File: config.mk
export PLATFORM = sky130hd
export DESIGN_NAME = prim_minimum_spanning_tree
export DESIGN_NICKNAME = d
export VERILOG_FILES = /design/src/rtl/prim_mst_pkg.sv /design/src/rtl/prim_mst_adj_mem.sv /design/src/rtl/prim_mst_vtx_mem.sv /design/src/rtl/prim_minimum_spanning_tree.sv
export SDC_FILE = /design/constraint.sdc
export NUM_CORES = 2
export LEC_CHECK = 0
export BUFFER_PORTS_ARGS = -buffer_cell sky130_fd_sc_hd__buf_2
export CAP_MARGIN = 20
export CORE_ASPECT_RATIO = 1.2
export CORE_MARGIN = 8
export CORE_UTILIZATION = 50
export DETAILED_ROUTE_END_ITERATION = 8
export HOLD_SLACK_MARGIN = 0.05
export PLACE_DENSITY = 0.66
export RECOVER_POWER = 100
export SYNTH_ARGS = -nofsm -noshare
export SYNTH_HDL_FRONTEND = slang
export SYNTH_MEMORY_MAX_BITS = 65536
export SYNTH_SLANG_ARGS = --single-unit
File: constraint.sdc
create_clock -name clk -period 8.1 [get_ports clk]
set_clock_uncertainty 0.15 [all_clocks]
set_input_delay 0.81 -clock clk [delete_from_list [all_inputs] [get_ports clk]]
set_output_delay 0.81 -clock clk [all_outputs]
set_load 0.02 [all_outputs]
File: src/rtl/prim_mst_pkg.sv
`default_nettype none

package prim_mst_pkg;

    localparam int unsigned VIDX_W   = 4;
    localparam int unsigned WIN_W    = 16;
    localparam int unsigned TOTAL_W  = 20;
    localparam int unsigned CFG_W    = 5;
    localparam logic [CFG_W-1:0] VCOUNT_RESET = 5'd16;

    typedef struct packed {
        logic [VIDX_W-1:0] row;
        logic [VIDX_W-1:0] col;
        logic [WIN_W-1:0]  weight;
        logic              absent;
        logic              last;
    } item_t;

    typedef struct packed {
        logic [VIDX_W-1:0]  vertex;
        logic [VIDX_W-1:0]  parent;
        logic [WIN_W-1:0]   edge_weight;
        logic               reachable;
        logic [TOTAL_W-1:0] total_weight;
        logic               final_res;
    } result_t;

endpackage

`default_nettype wire

File: src/rtl/prim_mst_adj_mem.sv
`default_nettype none

module prim_mst_adj_mem #(
    parameter int unsigned DEPTH  = 256,
    parameter int unsigned DATA_W = 17,
    localparam int unsigned ADDR_W = $clog2(DEPTH)
) (
    input  wire logic              clk,
    input  wire logic              we,
    input  wire logic [ADDR_W-1:0] waddr,
    input  wire logic [DATA_W-1:0] wdata,
    input  wire logic [ADDR_W-1:0] raddr,
    output logic      [DATA_W-1:0] rdata
);

    logic [DATA_W-1:0] mem [DEPTH];

    always_ff @(posedge clk)
    begin
        if (we)
        begin
            mem[waddr] <= wdata;
        end
        rdata <= mem[raddr];
    end

endmodule

`default_nettype wire

File: src/rtl/prim_mst_vtx_mem.sv
`default_nettype none

module prim_mst_vtx_mem #(
    parameter int unsigned DEPTH  = 16,
    parameter int unsigned KEY_W  = 16,
    localparam int unsigned ADDR_W = $clog2(DEPTH)
) (
    input  wire logic              clk,
    input  wire logic              we,
    input  wire logic [ADDR_W-1:0] waddr,
    input  wire logic [KEY_W-1:0]  wkey,
    input  wire logic [ADDR_W-1:0] wparent,
    input  wire logic [ADDR_W-1:0] raddr,
    output logic      [KEY_W-1:0]  rkey,
    output logic      [ADDR_W-1:0] rparent
);

    logic [KEY_W-1:0]  key_mem    [DEPTH];
    logic [ADDR_W-1:0] parent_mem [DEPTH];

    always_ff @(posedge clk)
    begin
        if (we)
        begin
            key_mem[waddr]    <= wkey;
            parent_mem[waddr] <= wparent;
        end
        rkey    <= key_mem[raddr];
        rparent <= parent_mem[raddr];
    end

endmodule

`default_nettype wire

File: src/rtl/prim_minimum_spanning_tree.sv
`default_nettype none

// Minimum spanning tree engine over a stored adjacency matrix.
// An item is taken on a rising edge where start is high and busy is low.
// Each item writes one matrix entry. An item with last
// set also grows the tree from vertex 0, and busy stays high meanwhile.
// The vertex count register is written over cfg_valid and cfg_ready.
// Growth scans one vertex per cycle through one shared comparator and the
// single adjacency read port: each pass first selects a vertex and then
// updates keys, and one more selection pass finds no vertex left before
// the results are sent out. A connected graph of n vertices takes n such
// passes, each a selection and an update; a disconnected graph needs fewer.
// Results appear one per cycle in ascending vertex order, each for a
// single cycle under result_valid; the receiver cannot stall them.
// The last result is shown in the final cycle before busy falls.
// Reset clears the control state and sets the vertex count to 16. The
// adjacency memory is not cleared; every entry used must be written first.
module prim_minimum_spanning_tree #(
    parameter int unsigned MAX_VERTICES = 16,
    parameter int unsigned WEIGHT_BITS  = 16
) (
    input  wire logic                              clk,
    input  wire logic                              rst_n,
    input  wire logic                              start,
    output logic                                   busy,
    input  wire prim_mst_pkg::item_t               item,
    input  wire logic                              cfg_valid,
    output logic                                   cfg_ready,
    input  wire logic [prim_mst_pkg::CFG_W-1:0]    cfg_data,
    output logic                                   result_valid,
    output prim_mst_pkg::result_t                  result
);

    localparam int unsigned VW = $clog2(MAX_VERTICES);
    localparam int unsigned CW = $clog2(MAX_VERTICES + 1);
    localparam int unsigned AW = $clog2(MAX_VERTICES * MAX_VERTICES);
    localparam int unsigned WB = WEIGHT_BITS;
    localparam int unsigned TW = prim_mst_pkg::TOTAL_W;

    localparam logic [1:0] S_IDLE = 2'd0;
    localparam logic [1:0] S_SEL  = 2'd1;
    localparam logic [1:0] S_UPD  = 2'd2;
    localparam logic [1:0] S_OUT  = 2'd3;

    logic [1:0]                   state_reg, state_next;
    logic [prim_mst_pkg::CFG_W-1:0] vcount_reg;
    logic [MAX_VERTICES-1:0]      in_tree_reg, in_tree_next;
    logic [MAX_VERTICES-1:0]      key_valid_reg, key_valid_next;
    logic [CW-1:0]                idx_reg, idx_next;
    logic                         pend_reg, pend_next;
    logic [VW-1:0]                pv_reg, pv_next;
    logic                         found_reg, found_next;
    logic [WB-1:0]                best_reg, best_next;
    logic [VW-1:0]                u_reg, u_next;
    logic [TW-1:0]                total_reg, total_next;
    logic                         res_valid_reg, res_valid_next;
    prim_mst_pkg::result_t        res_reg, res_next;

    logic [CW-1:0]                n_act;
    logic                         accept;
    logic                         adj_we;
    logic [AW-1:0]                adj_waddr;
    logic [AW-1:0]                adj_raddr;
    logic [WB:0]                  adj_rdata;
    logic                         vtx_we;
    logic [VW-1:0]                vtx_waddr;
    logic [WB-1:0]                vtx_wkey;
    logic [VW-1:0]                vtx_wparent;
    logic [WB-1:0]                key_rd;
    logic [VW-1:0]                parent_rd;
    logic [WB-1:0]                cmp_a;
    logic [WB-1:0]                cmp_b;
    logic                         cmp_lt;
    logic [WB-1:0]                adj_w;
    logic                         adj_skip;
    logic                         sel_cand;
    logic                         scan_done;
    logic [WB-1:0]                out_ew;
    logic [VW-1:0]                out_par;

    assign busy         = (state_reg != S_IDLE);
    assign cfg_ready    = (state_reg == S_IDLE);
    assign accept       = start && !busy;
    assign result_valid = res_valid_reg;
    assign result       = res_reg;

    always_comb
    begin
        if (vcount_reg == '0)
        begin
            n_act = CW'(1);
        end
        else if (32'(vcount_reg) > MAX_VERTICES)
        begin
            n_act = CW'(MAX_VERTICES);
        end
        else
        begin
            n_act = CW'(vcount_reg);
        end
    end

    assign adj_we    = accept && (32'(item.row) < MAX_VERTICES)
                       && (32'(item.col) < MAX_VERTICES);
    assign adj_waddr = AW'(32'(item.row) * MAX_VERTICES + 32'(item.col));
    assign adj_raddr = AW'(32'(u_reg) * MAX_VERTICES + 32'(idx_reg[VW-1:0]));

    prim_mst_adj_mem #(
        .DEPTH  (MAX_VERTICES * MAX_VERTICES),
        .DATA_W (WB + 1)
    ) u_adj_mem (
        .clk   (clk),
        .we    (adj_we),
        .waddr (adj_waddr),
        .wdata ({item.absent, WB'(item.weight)}),
        .raddr (adj_raddr),
        .rdata (adj_rdata)
    );

    prim_mst_vtx_mem #(
        .DEPTH (MAX_VERTICES),
        .KEY_W (WB)
    ) u_vtx_mem (
        .clk     (clk),
        .we      (vtx_we),
        .waddr   (vtx_waddr),
        .wkey    (vtx_wkey),
        .wparent (vtx_wparent),
        .raddr   (idx_reg[VW-1:0]),
        .rkey    (key_rd),
        .rparent (parent_rd)
    );

    // The one comparator serves both the minimum search and the key update.
    assign adj_w    = adj_rdata[WB-1:0];
    assign cmp_a    = (state_reg == S_SEL) ? key_rd : adj_w;
    assign cmp_b    = (state_reg == S_SEL) ? best_reg : key_rd;
    assign cmp_lt   = cmp_a < cmp_b;

    assign adj_skip  = adj_rdata[WB] || (adj_w == '0) || in_tree_reg[pv_reg];
    assign sel_cand  = key_valid_reg[pv_reg] && !in_tree_reg[pv_reg];
    assign scan_done = (idx_reg == n_act) && !pend_reg;

    assign out_ew  = (in_tree_reg[pv_reg] && (pv_reg != '0)) ? key_rd : '0;
    assign out_par = (in_tree_reg[pv_reg] && (pv_reg != '0)) ? parent_rd : '0;

    always_comb
    begin
        state_next     = state_reg;
        in_tree_next   = in_tree_reg;
        key_valid_next = key_valid_reg;
        idx_next       = idx_reg;
        pend_next      = 1'b0;
        pv_next        = pv_reg;
        found_next     = found_reg;
        best_next      = best_reg;
        u_next         = u_reg;
        total_next     = total_reg;
        res_valid_next = 1'b0;
        res_next       = res_reg;
        vtx_we         = 1'b0;
        vtx_waddr      = pv_reg;
        vtx_wkey       = adj_w;
        vtx_wparent    = u_reg;

        if (state_reg != S_IDLE && idx_reg < n_act)
        begin
            idx_next  = idx_reg + CW'(1);
            pend_next = 1'b1;
            pv_next   = idx_reg[VW-1:0];
        end

        unique case (state_reg)
            S_IDLE:
            begin
                if (accept && item.last)
                begin
                    in_tree_next   = '0;
                    key_valid_next = MAX_VERTICES'(1);
                    vtx_we         = 1'b1;
                    vtx_waddr      = '0;
                    vtx_wkey       = '0;
                    vtx_wparent    = '0;
                    idx_next       = '0;
                    found_next     = 1'b0;
                    state_next     = S_SEL;
                end
            end
            S_SEL:
            begin
                if (pend_reg && sel_cand && (!found_reg || cmp_lt))
                begin
                    found_next = 1'b1;
                    best_next  = key_rd;
                    u_next     = pv_reg;
                end
                if (scan_done)
                begin
                    idx_next = '0;
                    if (found_reg)
                    begin
                        in_tree_next[u_reg] = 1'b1;
                        state_next          = S_UPD;
                    end
                    else
                    begin
                        total_next = '0;
                        state_next = S_OUT;
                    end
                end
            end
            S_UPD:
            begin
                if (pend_reg && !adj_skip && (!key_valid_reg[pv_reg] || cmp_lt))
                begin
                    vtx_we                 = 1'b1;
                    key_valid_next[pv_reg] = 1'b1;
                end
                if (scan_done)
                begin
                    idx_next   = '0;
                    found_next = 1'b0;
                    state_next = S_SEL;
                end
            end
            S_OUT:
            begin
                if (pend_reg)
                begin
                    total_next            = total_reg + TW'(out_ew);
                    res_valid_next        = 1'b1;
                    res_next.vertex       = prim_mst_pkg::VIDX_W'(pv_reg);
                    res_next.parent       = prim_mst_pkg::VIDX_W'(out_par);
                    res_next.edge_weight  = prim_mst_pkg::WIN_W'(out_ew);
                    res_next.reachable    = in_tree_reg[pv_reg];
                    res_next.total_weight = total_reg + TW'(out_ew);
                    res_next.final_res    = (CW'(pv_reg) + CW'(1)) == n_act;
                end
                if (scan_done)
                begin
                    state_next = S_IDLE;
                end
            end
        endcase
    end

    always_ff @(posedge clk or negedge rst_n)
    begin
        if (!rst_n)
        begin
            state_reg     <= S_IDLE;
            vcount_reg    <= prim_mst_pkg::VCOUNT_RESET;
            in_tree_reg   <= '0;
            key_valid_reg <= '0;
            idx_reg       <= '0;
            pend_reg      <= 1'b0;
            found_reg     <= 1'b0;
            res_valid_reg <= 1'b0;
        end
        else
        begin
            state_reg     <= state_next;
            in_tree_reg   <= in_tree_next;
            key_valid_reg <= key_valid_next;
            idx_reg       <= idx_next;
            pend_reg      <= pend_next;
            found_reg     <= found_next;
            res_valid_reg <= res_valid_next;
            if (cfg_valid && cfg_ready)
            begin
                vcount_reg <= cfg_data;
            end
        end
    end

    always_ff @(posedge clk)
    begin
        pv_reg    <= pv_next;
        best_reg  <= best_next;
        u_reg     <= u_next;
        total_reg <= total_next;
        res_reg   <= res_next;
    end

endmodule

`default_nettype wire
======== Yosys cells after proc, flatten, opt, wreduce, memory -nomap -nowiden ========
Memories as Yosys holds them, arrays and structs flattened. A register that Yosys moved wholly into a read port is not among the register bits.
Cells that the tools add are included.
storage, ports and cells
  register bits ........................... 137
  latch bits .............................. 0
  RAM bits ................................ 4672
  bits in read-only memories .............. 0
  input bits .............................. 35
  output and inout bits ................... 49
  word-level logic and storage cells ...... 143
  memories kept ........................... 3
memories
  name                  depth  bits a word  rd ports  clocked after Yosys merged registers in  write ports  RTL line                text
  u_adj_mem.mem         256    17           1         1                                        1            prim_mst_adj_mem.sv:16  logic [DATA_W-1:0] mem [DEPTH];
  u_vtx_mem.key_mem     16     16           1         1                                        1            prim_mst_vtx_mem.sv:18  logic [KEY_W-1:0] key_mem [DEPTH];
  u_vtx_mem.parent_mem  16     4            1         1                                        1            prim_mst_vtx_mem.sv:19  logic [ADDR_W-1:0] parent_mem [DEPTH];
cells by class
  add/subtract/negate cells ............... 5
  multipliers ............................. 0
  div/mod/pow operators ................... 0
  magnitude comparators ................... 7
  equality and inequality tests ........... 14
  shifts and indexed selects .............. 0
  multiplexer cells ....................... 54
  bitwise logic cells ..................... 2
  reductions and logical operators ........ 40
operator list
  kind                count
  $mux 16             10
  $pmux 16 s2         2
  $mux 20             3
  $pmux 20 s2         1
  $or 16x16->16       2
  $mux 5              5
  $add 20x16->20      1
  $mux 1              17
  $add 8x4->8         2
  $logic_not 16->1    1
  $lt 16x16->1        1
  $mux 4              4
  $reduce_and 4->1    4
  $ne 2x2->1 const B  7
  $logic_and 1x1->1   13
  $eq 5x5->1          2
  $lt 4x5->1 const B  2
  $pmux 5 s2          1
  $bmux 1 s4          2
  $demux 1 s4         2
  $ge 4x1->1 const B  2
  $mux 2              4
  $pmux 2 s4          1
  $reduce_bool 2->1   4
  18 further kinds    29

======== Longest topological paths before layout ========
  depth in word-level cells ............... 10
  depth in mapped cells ................... 16
  depth with buffers taken out ............ 14

======== Modules after synthesis ========
From an unflattened synthesis, not the netlist that was laid out.
second synthesis, totals
  cell total of the unflattened synthesis .. 8965
  area total of the unflattened synthesis .. 189643.1 µm²
modules (own cells, without submodules)
  module                      instances  cells an instance  area each (µm²)  seq. area each (µm²)
  prim_mst_adj_mem            1          7797               169704.0         131025.7
  prim_mst_vtx_mem            1          533                12530.8          10009.6
  prim_minimum_spanning_tree  1          635                7408.4           3880.0

======== Worst setup path before layout ========
No wires, ideal clock.
  path kind ............................... register -> register
  start point ............................. register state_reg[1]
  end point ............................... memory u_vtx_mem.key_mem[12][0] (enable)
  library setup time ...................... 0.448 ns
  data arrival time ....................... 5.095 ns
  data required time ...................... 7.502 ns
  slack ................................... 2.407 ns
  stages on the path, launching flop included .. 15
  buffers on the path ..................... 3
  clock period less this slack ............ 5.693 ns
  cells stage by stage .................... dfrtp_1 -> inv_1 -> ha_1 -> buf_1 -> clkbuf_1 -> mux2_2 -> ha_1 -> a21o_1 -> a21o_1 -> a21oi_1 -> o211ai_1 -> a21o_1 -> nand2b_1 -> clkbuf_1 -> nor4_1
on the way
  longest elaborated chain between the ends .. 9
ends and longest elaborated chain
  item                          RTL line                                                              text
  start: declaration            prim_minimum_spanning_tree.sv:45                                      logic [1:0] state_reg, state_next;
  start signal: assignment      prim_minimum_spanning_tree.sv:262                                     state_reg <= state_next;
  $eq 2x1->1                    prim_minimum_spanning_tree.sv:136, prim_minimum_spanning_tree.sv:137
  $mux 16 (on tied branches)    prim_minimum_spanning_tree.sv:136, prim_minimum_spanning_tree.sv:137
  $lt 16x16->1                  prim_minimum_spanning_tree.sv:138                                     assign cmp_lt = cmp_a < cmp_b;
  $logic_or 1x1->1              prim_minimum_spanning_tree.sv:214                                     if (pend_reg && !adj_skip && (!key_valid_reg[pv_reg] || cmp_lt))
  $logic_and 1x1->1             prim_minimum_spanning_tree.sv:214
  $mux 1                        prim_minimum_spanning_tree.sv:214
  $pmux 1 s2                    prim_minimum_spanning_tree.sv:173                                     unique case (state_reg)
  $mux 1                        prim_mst_vtx_mem.sv:23                                                if (we)
  $mux 1 (not written as such)  prim_mst_vtx_mem.sv:25                                                key_mem[waddr] <= wkey;
  end: declaration              prim_mst_vtx_mem.sv:18
Parallel ways exist; a longest one is shown, timed or not.

======== Worst setup path in the final report ========
  start point ............................. register state_reg[0]
  end point ............................... memory u_adj_mem.mem[167][8] (enable)
on the way
  longest elaborated chain between the ends .. 5
ends and longest elaborated chain
  item                          RTL line                          text
  $reduce_bool 2->1             prim_minimum_spanning_tree.sv:81  assign busy = (state_reg != S_IDLE);
  $logic_not 1->1               prim_minimum_spanning_tree.sv:83  assign accept = start && !busy;
  $logic_and 1x1->1             prim_minimum_spanning_tree.sv:83
  $mux 1                        prim_mst_adj_mem.sv:20            if (we)
  $mux 1 (not written as such)  prim_mst_adj_mem.sv:22            mem[waddr] <= wdata;
  end: declaration              prim_mst_adj_mem.sv:16
No other way between the ends.

==> results.md <==
- Final HPWL DP: 327900 um
- Fillers: 26973
- Cell taking the most area after synthesis: edfxtp_1
- DRT Pass-1 Iters: 6
- Initial antenna violation count: 36
- Crit path time final: 6855 ps
- NumNets Final: 8900
- Setup WS pre-CTS: 2773 ps
- DRC violations left: 0
- MaxCap Viol Count: 103
- Final count of negative-setup-slack endpoints: 0
- Max reg flops: 4352
- Share of synthesized registers carrying an async set or reset: 0.009699
- Starting Density: 0.5021
- Clk Latency, worst-skew pair: 1040 ps
- Worst R2R Setup Slack: 1240 ps
- Tcrit/Tclk final: 0.8463
- CP Launch Type: register
- Clock Sinks: 4846
- RSZ-0062 raised after global routing: no
- I/O Buffers: 83
- WP data arrival: 7300 ps
- Critical path peak fanout: 21
- Largest Register: u_adj_mem.mem
- Most common cell after layout, fill and taps aside: edfxtp_1
- Initial DRC Count: 12915
- Setup slack after layout: 1245 ps
- Largest registers: u_adj_mem.mem x4352, u_vtx_mem.key_mem x256, u_vtx_mem.parent_mem x64
- #FFs+latches synth: 4846
- Die W: 573.3 um
- Vias in the first global route: 92253
- Worst hold path type: in2reg
- Final WL: 539100 um
- DRT antenna net count: 0
- Worst path slowest cell: clkbuf_1
- Cts bufs inserted: 450
- Root buf cell: clkbuf_16
- Worst slew margin: -3.563
- Vias: 93192
- GP Congestion: 0.9756
- CTS tree: yes
- Core footprint: 371200 um2
- Crit path capture type: register
- Mapped Avg Cell Area: 22.57 um2
- Cells after Synth: 8259
- VDD IR max: 0.2500 mV
- Layout cells sized above 1: 0.2462
- Setup TNS: 0 ps
- Top FF cell, synth: edfxtp_1
- Most used cell, CP: clkbuf_1
- Number of flops mapped to enable cells by yosys: 4762
- Most frequent cells in the layout: edfxtp_1 (4762), mux4_2 (1273), clkbuf_1 (458)
- Site row count: 245
- Synth unique cells: 80
- Max Clk Rate: 0.1459 GHz
- Placed instance area: 196200 um2
- Area contributors post-synth: edfxtp_1 (77%), mux4_2 (15%), mux2i_1 (1.2%), nor2_1 (0.71%), dfrtp_1 (0.62%)
- Buf+Inv Stages, Crit Path: 4
- CP cell instances: inv_1 > ha_1 > and2_1 > clkbuf_1 > nand4_1 > clkbuf_1 > nor2_1 > clkbuf_1
- Synthesis Warnings: 0
- Slew Limit Fails: 3845
- Least-Margin Pin Slew: 6845 ps
- Global-route wire length before repair: 740200 um
- Failing checks: capacitance limit, slew limit
- Mapped Nets: 8341
- Largest net degree at the start of global routing: 177
- PD cells: 327.8 nW/um2
- Die ar.: 392600 um2
- Die height: 684.8 um
- H-tree Lvls: 5
- GR Overflow Total: 0
- Post-DR wirelength/cell: 38.04 um
- Part of the Yosys area used for sequential elements: 0.7775
- Fin. Hold Viols: 0
- Status: finished, violations left
- Layout area overhead: 12.05%
- Required @ worst endpoint: 8540 ps
- Worst-case clock buffer depth: 4
- I/O Pins: 84
- Yosys top cell area share: 0.7672
- DR vias/cell: 6.576
- GRT Overall Usage: 0.2683
- Post-CTS sizing: 0
- Mapped Area: 186400 um2
- P_leak: 0.06460 uW
- Setup CP Type: reg2reg
- Max incr delay on CP: 2410 ps
- Final instance area: 208800 um2
- Top Family by Delay on Critical Path: buffers and inverters
- Clock Pin Slew Worst Setup and Hold Paths: 60 ps
-- worst reg2reg max path: stages (launching register included) --
cell and delay (ps):
dfrtp_1 430, inv_1 90, ha_1 340, and2_1 190
clkbuf_1 730, nand4_1 400, clkbuf_1 2410, nor2_1 1110
clkbuf_1 620
-- synthesized netlist by cell type, types with 9 or more instances --
library cell  instances
o22ai_1              63
a21oi_1              87
xnor2_1              20
mux2_2               25
clkbuf_1            236
nor2_1              355
o21ai_0              48
o211ai_1             17
a22o_1               31
buf_2               138
nand3_1              78
dfrtp_1              46
and3_1               32
mux2i_1             222
edfxtp_1           4762
o31ai_1               9
inv_1                23
nor3_1               32
mux4_2             1273
nor2b_1              24
nand4_1              29
o32ai_1              14
a31oi_1              28
ha_1                 46
nor4_1               26
nand2_1             154
buf_1                74
a211oi_1             10
and2_1               46
a221oi_1             39
dfxtp_1              37
nand2b_1             13
a22oi_1              98
-- path summary, 6_finish.rpt --
| check | startpoint | to | depth (start not counted) |
|---|---|---|---|
| worst max-delay path | state_reg[0] | u_adj_mem.mem[167][8] | 8 |
| worst min-delay path | cfg_valid | vcount_reg[1] | 3 |
| worst max register to register | state_reg[0] | u_adj_mem.mem[167][8] | 8 |
| worst min register to register | key_valid_reg[0] | key_valid_reg[0] | 1 |
| max in group asynchronous | rst_n | idx_reg[0] | 3 |
| min in group asynchronous | rst_n | vcount_reg[2] | 3 |
-- kinds of logic (layout without fill, tap and decap cells) --
family                     after synthesis  count (layout)  share of synthesized area
xor gates and xnor gates                26              26                   0.001222
buffers and inverters                  483            1424                    0.01092
muxes                                 1522            1522                     0.1675
other                                    0              32                          0
AOI/OAI and AO/OA                      510             510                    0.01917
DFF                                   4846            4846                     0.7775
adders and majority gates               47              47                   0.003195
and+or+nand+nor                        825             825                    0.02043
-- what timing repair did --
item	4_1_cts	5_1_grt
hold buffers	6	0
setup buffers	0	0
endpoints found under the hold margin	51	0
endpoints found under the setup margin	0	0
-- per-stage QoR --
step                      std cells    util  power [uW]  hold slack (ps)
after detailed placement      13283  0.5286       47900            291.8
after CTS                     14123  0.5679       68580            92.69
after global placement        13238  0.5266       47770            292.4
after floorplan                8259       -       40220            273.3
final                         14172  0.5626       68470            155.0
after global routing          14144  0.5624       70110            141.8
-- metal layers --
layer	up-vias	global-route usage	share of wire
met4	26	0.1575	0.074
li1	36256	-	-
met2	5766	0.4252	0.47
met1	49883	0.3356	0.35
met5	-	0.004754	0.00087
met3	1261	0.07161	0.11
-- area by class of cell --
| class | count | area (um2) | area share |
|---|---|---|---|
| flip-flops and latches | 4846 | 144900 | 0.6939 |
| clock inverters | 282 | 2731 | 0.01308 |
| well taps | 4940 | 6181 | 0.02960 |
| repair buffers | 564 | 3256 | 0.01559 |
| diodes | 32 | 80.08 | 0.0003834 |
| clock buffers | 552 | 11770 | 0.05636 |
| multi-input cells | 2930 | 39800 | 0.1906 |
| inverters | 26 | 105.1 | 0.0005033 |
-- where the power goes --
group | switching, uW | internal (uW)
Sequential | 640 | 28400
Combinational | 11300 | 7190
Clock | 9330 | 11600
Power figures use the tool's default switching activity.
